### config.mk
export PLATFORM = sky130hd
export DESIGN_NAME = ffha_ctrl
export DESIGN_NICKNAME = d
export VERILOG_FILES = /design/src/rtl/ffha_pkg.sv /design/src/rtl/ffha_ctrl.sv
export SDC_FILE = /design/constraint.sdc
export NUM_CORES = 1
export LEC_CHECK = 0
export BUFFER_PORTS_ARGS = -buffer_cell sky130_fd_sc_hd__buf_2
export CAP_MARGIN = 20
export CORE_MARGIN = 3
export CORE_UTILIZATION = 49
export DETAILED_ROUTE_END_ITERATION = 10
export PLACE_DENSITY = 0.86
export SKIP_LAST_GASP = 1
export SYNTH_ARGS = -nofsm -noshare
export SYNTH_HDL_FRONTEND = slang
export SYNTH_SLANG_ARGS = --single-unit
### constraint.sdc
create_clock -name clk -period 1.8 [get_ports clk]
set_input_delay 0.09 -clock clk [delete_from_list [all_inputs] [get_ports clk]]
set_output_delay 0.09 -clock clk [all_outputs]
set_load 0.01 [all_outputs]
### src/rtl/ffha_pkg.sv
// Package of the first-fit heap allocator: widths, status and op codes,
// datapath command codes and the controller/datapath interface structs. No dependencies.
package ffha_pkg;

    localparam int UNIT_W      = 12;
    localparam int BYTES_W     = 16;
    localparam int NEED_W      = 13;
    localparam int ST_W        = 2;
    localparam int UNIT_SHIFT  = 4;
    localparam int UNIT_BYTES  = 16;
    localparam int HDR_BYTES   = 16;
    localparam int MIN_UNITS   = 2;
    localparam int S_TDATA_W   = 32;
    localparam int M_TDATA_W   = 16;

    localparam logic OP_ALLOC = 1'b0;
    localparam logic OP_FREE  = 1'b1;

    localparam logic [ST_W-1:0] ST_OK       = 2'd0;
    localparam logic [ST_W-1:0] ST_NOSPACE  = 2'd1;
    localparam logic [ST_W-1:0] ST_ZERO     = 2'd2;
    localparam logic [ST_W-1:0] ST_BADFREE  = 2'd3;

    typedef logic [4:0] dp_op_t;

    localparam dp_op_t DP_NOP       = 5'd0;
    localparam dp_op_t DP_LOAD      = 5'd1;
    localparam dp_op_t DP_CLR       = 5'd2;
    localparam dp_op_t DP_SCAN_RD   = 5'd3;
    localparam dp_op_t DP_SCAN_CHK  = 5'd4;
    localparam dp_op_t DP_TAKE      = 5'd5;
    localparam dp_op_t DP_SPLIT1    = 5'd6;
    localparam dp_op_t DP_SPLIT2    = 5'd7;
    localparam dp_op_t DP_NX_RD     = 5'd8;
    localparam dp_op_t DP_NX_CHK    = 5'd9;
    localparam dp_op_t DP_PV_RD     = 5'd10;
    localparam dp_op_t DP_PV_CHK    = 5'd11;
    localparam dp_op_t DP_PV_HDR    = 5'd12;
    localparam dp_op_t DP_MWR       = 5'd13;
    localparam dp_op_t DP_FREE_RD   = 5'd14;
    localparam dp_op_t DP_FREE_CHK  = 5'd15;
    localparam dp_op_t DP_ERR_ZERO  = 5'd16;
    localparam dp_op_t DP_ERR_NOSPC = 5'd17;
    localparam dp_op_t DP_ERR_BAD   = 5'd18;
    localparam dp_op_t DP_OUT       = 5'd19;

    typedef struct packed {
        dp_op_t op;
    } dp_cmd_t;

    typedef struct packed {
        logic clr_last;
        logic op_free;
        logic zero_req;
        logic scan_end;
        logic scan_stop;
        logic scan_fit;
        logic slack_small;
        logic nx_in;
        logic cur_nz;
        logic pv_ok;
        logic free_in_range;
        logic free_ok;
        logic out_free;
    } dp_stat_t;

endpackage

### src/rtl/ffha_ctrl.sv
// Controller of the heap allocator: sequences the clearing pass, the
// first-fit scan, split and merge steps. Depends on ffha_pkg.
module ffha_ctrl (
    input  logic                clk,
    input  logic                rst_n,
    input  logic                in_valid,
    output logic                in_ready,
    input  ffha_pkg::dp_stat_t  stat,
    output ffha_pkg::dp_cmd_t   cmd
);
    import ffha_pkg::*;

    localparam logic [3:0] S_CLEAR    = 4'd0;
    localparam logic [3:0] S_IDLE     = 4'd1;
    localparam logic [3:0] S_DISP     = 4'd2;
    localparam logic [3:0] S_SCAN     = 4'd3;
    localparam logic [3:0] S_SCAN_CHK = 4'd4;
    localparam logic [3:0] S_FIT      = 4'd5;
    localparam logic [3:0] S_SPLIT2   = 4'd6;
    localparam logic [3:0] S_FREE     = 4'd7;
    localparam logic [3:0] S_FREE_CHK = 4'd8;
    localparam logic [3:0] S_NX       = 4'd9;
    localparam logic [3:0] S_NX_CHK   = 4'd10;
    localparam logic [3:0] S_PV       = 4'd11;
    localparam logic [3:0] S_PV_CHK   = 4'd12;
    localparam logic [3:0] S_PV_HDR   = 4'd13;
    localparam logic [3:0] S_MWR      = 4'd14;
    localparam logic [3:0] S_DONE     = 4'd15;

    logic [3:0] state_reg, state_next;

    always_ff @(posedge clk or negedge rst_n)
    begin
        if (!rst_n)
        begin
            state_reg <= S_CLEAR;
        end
        else
        begin
            state_reg <= state_next;
        end
    end

    assign in_ready = (state_reg == S_IDLE);

    always_comb
    begin
        state_next = state_reg;
        cmd.op     = DP_NOP;
        case (state_reg)
            S_CLEAR:
            begin
                cmd.op = DP_CLR;
                if (stat.clr_last)
                begin
                    state_next = S_IDLE;
                end
            end
            S_IDLE:
            begin
                if (in_valid)
                begin
                    cmd.op     = DP_LOAD;
                    state_next = S_DISP;
                end
            end
            S_DISP:
            begin
                if (stat.op_free)
                begin
                    state_next = S_FREE;
                end
                else if (stat.zero_req)
                begin
                    cmd.op     = DP_ERR_ZERO;
                    state_next = S_DONE;
                end
                else
                begin
                    state_next = S_SCAN;
                end
            end
            S_SCAN:
            begin
                if (stat.scan_end)
                begin
                    cmd.op     = DP_ERR_NOSPC;
                    state_next = S_DONE;
                end
                else
                begin
                    cmd.op     = DP_SCAN_RD;
                    state_next = S_SCAN_CHK;
                end
            end
            S_SCAN_CHK:
            begin
                if (stat.scan_stop)
                begin
                    cmd.op     = DP_ERR_NOSPC;
                    state_next = S_DONE;
                end
                else
                begin
                    cmd.op     = DP_SCAN_CHK;
                    state_next = stat.scan_fit ? S_FIT : S_SCAN;
                end
            end
            S_FIT:
            begin
                if (stat.slack_small)
                begin
                    cmd.op     = DP_TAKE;
                    state_next = S_DONE;
                end
                else
                begin
                    cmd.op     = DP_SPLIT1;
                    state_next = S_SPLIT2;
                end
            end
            S_SPLIT2:
            begin
                cmd.op     = DP_SPLIT2;
                state_next = S_NX;
            end
            S_FREE:
            begin
                if (stat.free_in_range)
                begin
                    cmd.op     = DP_FREE_RD;
                    state_next = S_FREE_CHK;
                end
                else
                begin
                    cmd.op     = DP_ERR_BAD;
                    state_next = S_DONE;
                end
            end
            S_FREE_CHK:
            begin
                if (stat.free_ok)
                begin
                    cmd.op     = DP_FREE_CHK;
                    state_next = S_NX;
                end
                else
                begin
                    cmd.op     = DP_ERR_BAD;
                    state_next = S_DONE;
                end
            end
            S_NX:
            begin
                if (stat.nx_in)
                begin
                    cmd.op     = DP_NX_RD;
                    state_next = S_NX_CHK;
                end
                else
                begin
                    state_next = S_PV;
                end
            end
            S_NX_CHK:
            begin
                cmd.op     = DP_NX_CHK;
                state_next = S_PV;
            end
            S_PV:
            begin
                if (stat.cur_nz)
                begin
                    cmd.op     = DP_PV_RD;
                    state_next = S_PV_CHK;
                end
                else
                begin
                    state_next = S_MWR;
                end
            end
            S_PV_CHK:
            begin
                cmd.op     = DP_PV_CHK;
                state_next = stat.pv_ok ? S_PV_HDR : S_MWR;
            end
            S_PV_HDR:
            begin
                cmd.op     = DP_PV_HDR;
                state_next = S_MWR;
            end
            S_MWR:
            begin
                cmd.op     = DP_MWR;
                state_next = S_DONE;
            end
            S_DONE:
            begin
                if (stat.out_free)
                begin
                    cmd.op     = DP_OUT;
                    state_next = S_IDLE;
                end
            end
            default:
            begin
                state_next = S_IDLE;
            end
        endcase
    end

endmodule

==> results of run 1 <==
[power by group through the flow]
stage,clock [uW],combinational (uW),sequential [uW]
2_1_floorplan,0,915,165
4_1_cts,118,1240,212
6_report,120,1320,190
3_5_place_dp,0,1150,231
5_1_grt,121,1420,197
3_3_place_gp,0,1130,223
[cell families (layout without fill, tap and decap cells)]
kind of cell    after synthesis  count (layout)  synth area share
simple gates                 43              43             0.321
compound gates               37              37             0.407
buf+inv                      15              38             0.109
flops                         4               4             0.146
mux                           1               1            0.0164
[worst reg2reg max path, delay by kind of cell (launching register included)]
kind                   cells  cell delay, ns
AND/OR/NAND/NOR            1            0.19
AO/OA/AOI/OAI              3            0.61
buffers and inverters      1            0.21
flip-flops                 1            0.37
[area by class of cell]
cell class | count | area [um2]
tap | 14 | 17.5
clock buffer | 3 | 22.5
timing repair buffer | 29 | 180
inverter | 6 | 22.5
multi-input combinational | 81 | 515
sequential | 4 | 103
fill | 98 | 340
[per-stage QoR]
| step | TNS (ns) | hold slack, ns |
|---|---|---|
| global placement | 0 | -0.106 |
| CTS | 0 | 0.177 |
| global route | -0.0614 | 0.251 |
| detailed placement | 0 | -0.103 |
| floorplan | 0 | -0.206 |
| finish | -0.0179 | 0.188 |
[routing by layer]
metal	vias to the layer above	GRT usage
met4	0	0.169
li1	422	-
met5	-	0
met2	69	0.336
met1	414	0.333
met3	15	0.0332
[cells in the final DEF, fill, tap and decap left out, types with 3 or more instances in the layout]
cell type	n
a21oi_1	9
o31ai_1	5
nor3_1	4
buf_2	21
inv_1	6
nor2_1	9
clkbuf_4	3
a31oi_1	3
buf_4	6
o21ai_0	4
nand3_1	4
nand2_1	10
[worst max path at each step]
stage                            start      to  slack, ns  depth (start not counted)
after floorplan           state_reg[2]  cmd[4]       0.39                          5
after global placement    state_reg[1]  cmd[4]       0.23                          5
after detailed placement  state_reg[1]  cmd[4]       0.20                          5
after CTS                 state_reg[3]  cmd[0]     0.0009                          6
after global routing      state_reg[3]  cmd[0]      -0.06                          6
final                     state_reg[3]  cmd[0]      -0.02                          6
[repair_timing]
| action | 4_1_cts | 5_1_grt |
|---|---|---|
| endpoints found under the hold margin | 4 | 0 |
| endpoints found under the setup margin | 2 | 3 |
| hold buffers | 1 | 0 |
| setup buffers | 1 | 1 |
| resized for setup | 2 | 2 |
==> results.sh, run 1 <==
export IMPL_dp_final_hpwl_um=1600
export IMPL_ys_async_sr_fraction=1.00
export IMPL_diodes=0
export IMPL_r2r_start="state_reg[0]"
export IMPL_start_util=0.571
export IMPL_critPathTopFamily="compound AO/OA/AOI/OAI gates"
export IMPL_fin_util=0.717
export IMPL_fin_area_um2=861
export IMPL_power_total_uw=1630
export IMPL_pin_count=22
export IMPL_ir_drop_mv=0.969
export IMPL_cts_clk_slew_worst_paths_ns=0.04
export IMPL_gp_congestion=0.935
export IMPL_met1Wirelength_um=900
export IMPL_status="complete, but fails checks"
export IMPL_wl_met3_um=241
export IMPL_synth_avg_cell_area_um2=6.86
export IMPL_dp_cells=131
export IMPL_grt_usage=0.240
export IMPL_p_int_uw=771
export IMPL_rsz0062_at_grt="yes"
export IMPL_clock_fmax_mhz=550
export IMPL_design_core_area_um2=1200
export IMPL_post_route_min_period_ns=1.82
export IMPL_layout_setup_ws_ns=-0.0179
export IMPL_synth_cell_types=40
export IMPL_yosys_top_cells_count="nand2_1 (11), nor2_1 (10), a21oi_1 (9), buf_2 (6), inv_1 (6)"
export IMPL_initialDrtViolationCount=79
export IMPL_endpoint_kind="output pin"
export IMPL_crit_arrival_ns=1.73
export IMPL_fp_dieW_um=43.4
export IMPL_switching_share=0.527
export IMPL_ant_nets=0
export IMPL_die_h_um=43.4
export IMPL_power_frac_seq=0.117
export IMPL_yosys_area_top_type="dfrtp_1"
export IMPL_violations="negative setup slack"
export IMPL_met2_length_um=982
export IMPL_tightestPinTransition_ns=0.331
export IMPL_pwr_share_comb=0.810
export IMPL_reg2reg_to="state_reg[1]"
export IMPL_synthFlopType="dfrtp_1"
export IMPL_crit_chain="buf_4 -> or2_1 -> a32oi_1 -> o32ai_1 -> a31o_1 -> buf_2"
export IMPL_fin_crit_sh=1.01
export IMPL_dpl_instance_area_um2=793
export IMPL_crit_type="flip-flop to output pin"
export IMPL_clkPwrFrac=0.074
export IMPL_synth_top_area_frac=0.146
export IMPL_netlist_instances=100
export IMPL_hp_class="input port to asynchronous set/reset pin"
export IMPL_routed_wl_um=2230
export IMPL_routed_top_layer="met4"
export IMPL_max_cap_violations=0
export IMPL_firstDrtPassIters=5
export IMPL_hold_viol_final=0
export IMPL_fin_skew_ns=0.00376
export IMPL_wl_per_cell_um=16.2
export IMPL_synth_edff_count=0
export IMPL_clk_latency_ns=0.25
export IMPL_critPathBufInv=2
export IMPL_area_delta_synth_final_pct=25.5
export IMPL_largest_reg_flops=4
export IMPL_critPathMaxStageDelay_ns=0.42
export IMPL_yosysMostFrequentCell="nand2_1"
export IMPL_power_leakage_uw=0.000386
export IMPL_synth_seq_cells=4
export IMPL_synth_area_leaders="dfrtp_1 (15%), a21oi_1 (6.6%), nand2_1 (6.0%)"
export IMPL_clock_sinks=4
export IMPL_grt_ovfl_total=0
export IMPL_cts_root_buf="clkbuf_4"
export IMPL_antenna_found_initial=0
export IMPL_io_buffers=21
export IMPL_slew_limit_headroom=0.776
export IMPL_path_max_fanout=14
export IMPL_synth_net_count=116
export IMPL_rr_worst_depth=5
export IMPL_rows=12
export IMPL_setup_viol=1
export IMPL_vias_per_cell=6.72
export IMPL_grt_pass1_vias=744
export IMPL_drcViolationCount=0
export IMPL_crit_path_start_kind="flip-flop"
export IMPL_place_worst_setup_slack_ns=0.200
export IMPL_clock_path_buffers=2
export IMPL_die_area_um2=1880
export IMPL_cts_buffers=3
export IMPL_slowest_stage="dfrtp_1"
export IMPL_yosysSeqAreaShare=0.146
export IMPL_drive_gt1_frac=0.333
export IMPL_slew_viol_final=0
export IMPL_cts_tree="yes"
export IMPL_htreeDepth=1
export IMPL_instances_no_fill=137
export IMPL_p_switching_uw=860
export IMPL_vias=920
export IMPL_nNetsFinal=141
export IMPL_grt_pass1_wl_um=3450
export IMPL_synth_area_um2=686
export IMPL_power_density_nw_per_um2=1890
export IMPL_rrSetupSlack_ns=0.29
export IMPL_synth_warnings=0
export IMPL_grt_max_degree=23
export IMPL_crit_required_ns=1.71
Power figures use the tool's default switching activity.
==> run 2: changes to the inputs <==
--- a/config.mk
+++ b/config.mk
@@ -10,7 +10,7 @@
 export CORE_MARGIN = 3
 export CORE_UTILIZATION = 49
 export DETAILED_ROUTE_END_ITERATION = 10
-export PLACE_DENSITY = 0.86
+export PLACE_DENSITY = 0.84
 export SKIP_LAST_GASP = 1
 export SYNTH_ARGS = -nofsm -noshare
 export SYNTH_HDL_FRONTEND = slang
==> constraint.sdc (replaced) <==
create_clock -name clk -period 1.8 [get_ports clk]
set_input_delay 0.09 -clock clk [delete_from_list [all_inputs] [get_ports clk]]
set_output_delay 0.09 -clock clk [all_outputs]
set_load 0.05 [all_outputs]
==> run 2 against run 1 <==
Effect of this change:
- the run still ends with negative setup slack left
- global-route usage up 3.4 points
- total power up 42%
- sequential cell count unchanged
- core utilization up 11 points
- combinational power up 49%
- cell area up 16%
- largest power group unchanged
==> results.sh, run 2 (synthesis gave the netlist of run 1 again) <==
export IMPL_clock_sinks=4
export IMPL_rr_worst_depth=6
export IMPL_die_h_um=43.4
export IMPL_nFillCells=81
export IMPL_drcViolationCount=0
export IMPL_cts_clk_slew_worst_paths_ns=0.04
export IMPL_crit_required_ns=1.71
export IMPL_post_route_min_period_ns=1.82
export IMPL_initialDrtViolationCount=95
export IMPL_tns_ns=-0.0286
export IMPL_wl_per_cell_um=17.5
export IMPL_rsz0062_at_grt="yes"
export IMPL_area_delta_synth_final_pct=45.3
export IMPL_vias_per_cell=6.69
export IMPL_final_common_cell="buf_2"
export IMPL_use_met1=0.357
export IMPL_die_area_um2=1880
export IMPL_firstDrtPassIters=7
export IMPL_clock_path_buffers=2
export IMPL_design_core_area_um2=1200
export IMPL_power_total_uw=2310
export IMPL_multi_input_area_um2=549
export IMPL_slew_viol_final=0
export IMPL_whs_ns=0.207
export IMPL_grt_pass1_vias=913
export IMPL_largest_reg_flops=4
export IMPL_vias=990
export IMPL_diodes=0
export IMPL_clock_fmax_mhz=549
export IMPL_max_cap_violations=0
export IMPL_status="complete, but fails checks"
export IMPL_htreeDepth=1
export IMPL_fin_crit_sh=1.01
export IMPL_io_buffers=21
export IMPL_start_util=0.571
export IMPL_setup_viol=2
export IMPL_cts_root_buf="clkbuf_4"
export IMPL_fin_skew_ns=0.00307
export IMPL_cts_buffers=3
export IMPL_rrSetupSlack_ns=0.05
export IMPL_power_density_nw_per_um2=2320
export IMPL_path_max_fanout=6
export IMPL_crit_path_start_kind="flip-flop"
export IMPL_tightestPinTransition_ns=0.320
export IMPL_power_leakage_uw=0.000452
export IMPL_dp_final_hpwl_um=1700
export IMPL_instances_no_fill=148
export IMPL_met2_usage=0.413
export IMPL_fin_area_um2=996
export IMPL_dpl_instance_area_um2=855
export IMPL_gp_congestion=0.987
export IMPL_layout_setup_ws_ns=-0.0223
export IMPL_rows=12
export IMPL_fp_dieW_um=43.4
export IMPL_drive_gt1_frac=0.440
export IMPL_grt_max_degree=13
export IMPL_cts_tree="yes"
export IMPL_crit_type="flip-flop to output pin"
export IMPL_antenna_found_initial=0
export IMPL_grt_busiest_layer="met2"
export IMPL_routed_wl_um=2600
export IMPL_ir_drop_mv=1.57
export IMPL_reg2reg_to="state_reg[1]"
export IMPL_ant_nets=0
export IMPL_crit_arrival_ns=1.73
export IMPL_violations="negative setup slack"
export IMPL_nNetsFinal=152
export IMPL_endpoint_kind="output pin"
export IMPL_grt_ovfl_total=0
export IMPL_pin_count=22
export IMPL_slew_limit_headroom=0.783
export IMPL_grt_usage=0.274
export IMPL_hp_class="input port to asynchronous set/reset pin"
export IMPL_hold_viol_final=0
export IMPL_final_seq_area_um2=104
export IMPL_startpoint="state_reg[3]"
export IMPL_grt_pass1_wl_um=3940
export IMPL_r2r_start="state_reg[1]"
export IMPL_clk_latency_ns=0.25
export IMPL_met3_usage=0.0498
export IMPL_dp_cells=137
export IMPL_final_cell_mix="buf_2 (18), buf_4 (16), nand2_1 (10)"
==> run 2: cell types whose count changed in the layout (fill, tap and decap cells not counted), sizes merged <==
| cell | change |
|---|---|
| buf | +11 |
==> run 2: repair_timing <==
item	CTS	global route
gates resized for setup	9	10
setup buffers	4	2
hold buffers	1	0
hold endpoints to repair	4	0
cloned	0	1
endpoints found under the setup margin	4	5
pin swaps	3	7
==> run 2: power by group <==
part	internal, uW	total [uW]	switching (uW)
Clock	75.3	123	47.9
Combinational	789	1970	1180
Sequential	147	221	74.2
Total	1010	2310	1300
==> run 2: final cells by class <==
cell class,count,share of cell area
Timing Repair Buffer,40,0.281
Inverter,6,0.0226
Multi-Input combinational cell,81,0.552
Clock buffer,3,0.0226
Sequential cell,4,0.104
Tap cell,14,0.0176
==> run 2: metrics by stage <==
step                      utilization  setup WS (ns)
after global routing            0.829        -0.0616
after CTS                       0.783        -0.0389
after global placement          0.711          0.151
after detailed placement        0.711         0.0915
after floorplan                     -          0.130
final                           0.829        -0.0223
==> run 2: worst max path at each step <==
| stage | endpoint | slack [ns] | cells past startpoint |
|---|---|---|---|
| after floorplan | cmd[4] | 0.13 | 5 |
| after global placement | cmd[4] | 0.15 | 5 |
| after detailed placement | cmd[4] | 0.09 | 5 |
| after global routing | cmd[1] | -0.06 | 5 |
| final | cmd[1] | -0.02 | 5 |
| after CTS | cmd[4] | -0.04 | 5 |
==> run 2: worst max-delay path, stage by stage (launching register included) <==
cell	delay, ns
dfrtp_2	0.44
buf_4	0.17
o21ai_0	0.22
a21boi_0	0.18
o221ai_2	0.18
buf_2	0.29
==> run 2: per-layer routing <==
layer  part of all wire  wire [um]
met5                  0          0
met4              0.033         85
met3               0.14        365
met2               0.46       1200
met1               0.37        951
==> run 3: changes to the inputs <==
--- a/config.mk
+++ b/config.mk
@@ -11,7 +11,6 @@
 export CORE_UTILIZATION = 49
 export DETAILED_ROUTE_END_ITERATION = 10
 export PLACE_DENSITY = 0.84
-export SKIP_LAST_GASP = 1
 export SYNTH_ARGS = -nofsm -noshare
 export SYNTH_HDL_FRONTEND = slang
 export SYNTH_SLANG_ARGS = --single-unit
==> run 3 against run 2 <==
Effect of this change:
- the run still ends with negative setup slack left
- final cell count unchanged
- total power is 0.84% higher
- fmax is 0.27% higher
- hold slack better by 0.0027 ns
- first-iteration DRC count is 12% higher
- sequential share of layout area down 0.052 points
- routed wire length grew 2.5%
- sequential power about the same
- critical path depth unchanged
- via count increased by 3.2%
- cell area up 0.50%
- critical endpoint unchanged
==> results.sh, run 3 (synthesis gave the netlist of run 1 again) <==
export IMPL_crit_path_start_kind="flip-flop"
export IMPL_grt_busiest_layer="met2"
export IMPL_setup_viol=2
export IMPL_htreeDepth=1
export IMPL_power_leakage_uw=0.000454
export IMPL_power_density_nw_per_um2=2330
export IMPL_ir_drop_mv=1.57
export IMPL_vias=1022
export IMPL_slew_viol_final=0
export IMPL_fp_dieW_um=43.4
export IMPL_met3_usage=0.0498
export IMPL_die_area_um2=1880
export IMPL_largest_reg_flops=4
export IMPL_final_cell_mix="buf_2 (18), buf_4 (16), nand2_1 (10)"
export IMPL_routed_wl_um=2660
export IMPL_power_total_uw=2330
export IMPL_hp_class="input port to asynchronous set/reset pin"
export IMPL_ant_nets=0
export IMPL_grt_pass1_wl_um=3940
export IMPL_rr_worst_depth=6
export IMPL_drive_gt1_frac=0.448
export IMPL_status="complete, but fails checks"
export IMPL_fin_skew_ns=0.00249
export IMPL_fin_util=0.833
export IMPL_diodes=0
export IMPL_drcViolationCount=0
export IMPL_initialDrtViolationCount=106
export IMPL_endpoint_kind="output pin"
export IMPL_firstDrtPassIters=7
export IMPL_vias_per_cell=6.91
export IMPL_tightestPinTransition_ns=0.323
export IMPL_dp_final_hpwl_um=1700
export IMPL_max_cap_violations=0
export IMPL_layout_setup_ws_ns=-0.0173
export IMPL_io_buffers=21
export IMPL_cts_tree="yes"
export IMPL_met2_usage=0.413
export IMPL_clk_latency_ns=0.25
export IMPL_use_met1=0.357
export IMPL_crit_arrival_ns=1.73
export IMPL_cts_root_buf="clkbuf_4"
export IMPL_slew_limit_headroom=0.781
export IMPL_design_core_area_um2=1200
export IMPL_nFillCells=80
export IMPL_path_max_fanout=7
export IMPL_multi_input_area_um2=554
export IMPL_clock_sinks=4
export IMPL_crit_type="flip-flop to output pin"
export IMPL_wl_per_cell_um=18.0
export IMPL_grt_ovfl_total=0
export IMPL_die_h_um=43.4
export IMPL_clock_path_buffers=2
export IMPL_final_seq_area_um2=104
export IMPL_cts_clk_slew_worst_paths_ns=0.04
export IMPL_nNetsFinal=152
export IMPL_crit_required_ns=1.71
export IMPL_clock_fmax_mhz=550
export IMPL_post_route_min_period_ns=1.82
export IMPL_final_common_cell="buf_2"
export IMPL_area_delta_synth_final_pct=46.0
export IMPL_violations="negative setup slack"
export IMPL_start_util=0.571
export IMPL_grt_usage=0.274
export IMPL_cts_buffers=3
export IMPL_grt_max_degree=13
export IMPL_hold_viol_final=0
export IMPL_rows=12
export IMPL_antenna_found_initial=0
export IMPL_rsz0062_at_grt="yes"
export IMPL_fin_crit_sh=1.01
export IMPL_pin_count=22
export IMPL_grt_pass1_vias=913
export IMPL_gp_congestion=0.987
==> run 3: cell counts in the layout (fill, tap and decap cells not counted) <==
No cell type changed its count.
==> run 3: report_power, final <==
group	internal [uW]	leakage [uW]	switching, uW
logic	792	0.000398	1200
clock network	75.3	0.0000138	46.9
registers	147	0.0000418	75.2
total	1010	0.000454	1320
==> run 3: metrics by stage <==
stage	hold WS [ns]	area [um2]	std cells	setup TNS, ns	worst slack [ns]
2_1_floorplan	-0.206	702	100	0	0.130
3_3_place_gp	-0.106	855	137	0	0.151
3_5_place_dp	-0.101	855	137	0	0.0915
4_1_cts	0.178	941	145	-0.0389	-0.0389
5_1_grt	0.224	1000	148	-0.217	-0.0709
6_report	0.209	1000	148	-0.0249	-0.0173
==> run 3: path summary, 6_finish.rpt <==
kind                               from      endpoint  slack, ns
max reg2reg                state_reg[1]  state_reg[1]       0.02
min in group clk                stat[0]  state_reg[1]       0.23
min                               rst_n  state_reg[0]       0.21
max                        state_reg[2]        cmd[1]      -0.02
max in group asynchronous         rst_n  state_reg[3]       1.45
min reg2reg                state_reg[0]  state_reg[1]       0.76
==> run 3: worst max-delay path, cell delays in order (launching register included) <==
cell and delay (ns):
dfrtp_2 0.46, buf_4 0.18, nand3_1 0.15, a21boi_0 0.34
o221ai_2 0.13, buf_2 0.22
==> run 3: metal layers <==
| layer | vias up | wire length [um] |
|---|---|---|
| met5 | - | 0 |
| met4 | 0 | 91 |
| met3 | 16 | 362 |
| met2 | 114 | 1220 |
| met1 | 451 | 984 |
| li1 | 441 | - |
==> run 3: cell type report <==
class,instances,share of cell area
Inverter,6,0.0225
Multi-Input combinational cell,81,0.554
Tap cell,14,0.0175
Timing Repair Buffer,40,0.280
Sequential cell,4,0.104
Clock buffer,3,0.0225
==> run 3: repair_timing <==
action | 4_1_cts | 5_1_grt
hold buffers | 1 | 0
cloned | 0 | 1
pin swaps | 3 | 7
endpoints found under the setup margin | 4 | 5
setup buffers | 4 | 2
resized for setup | 9 | 11
hold endpoints to repair | 4 | 0
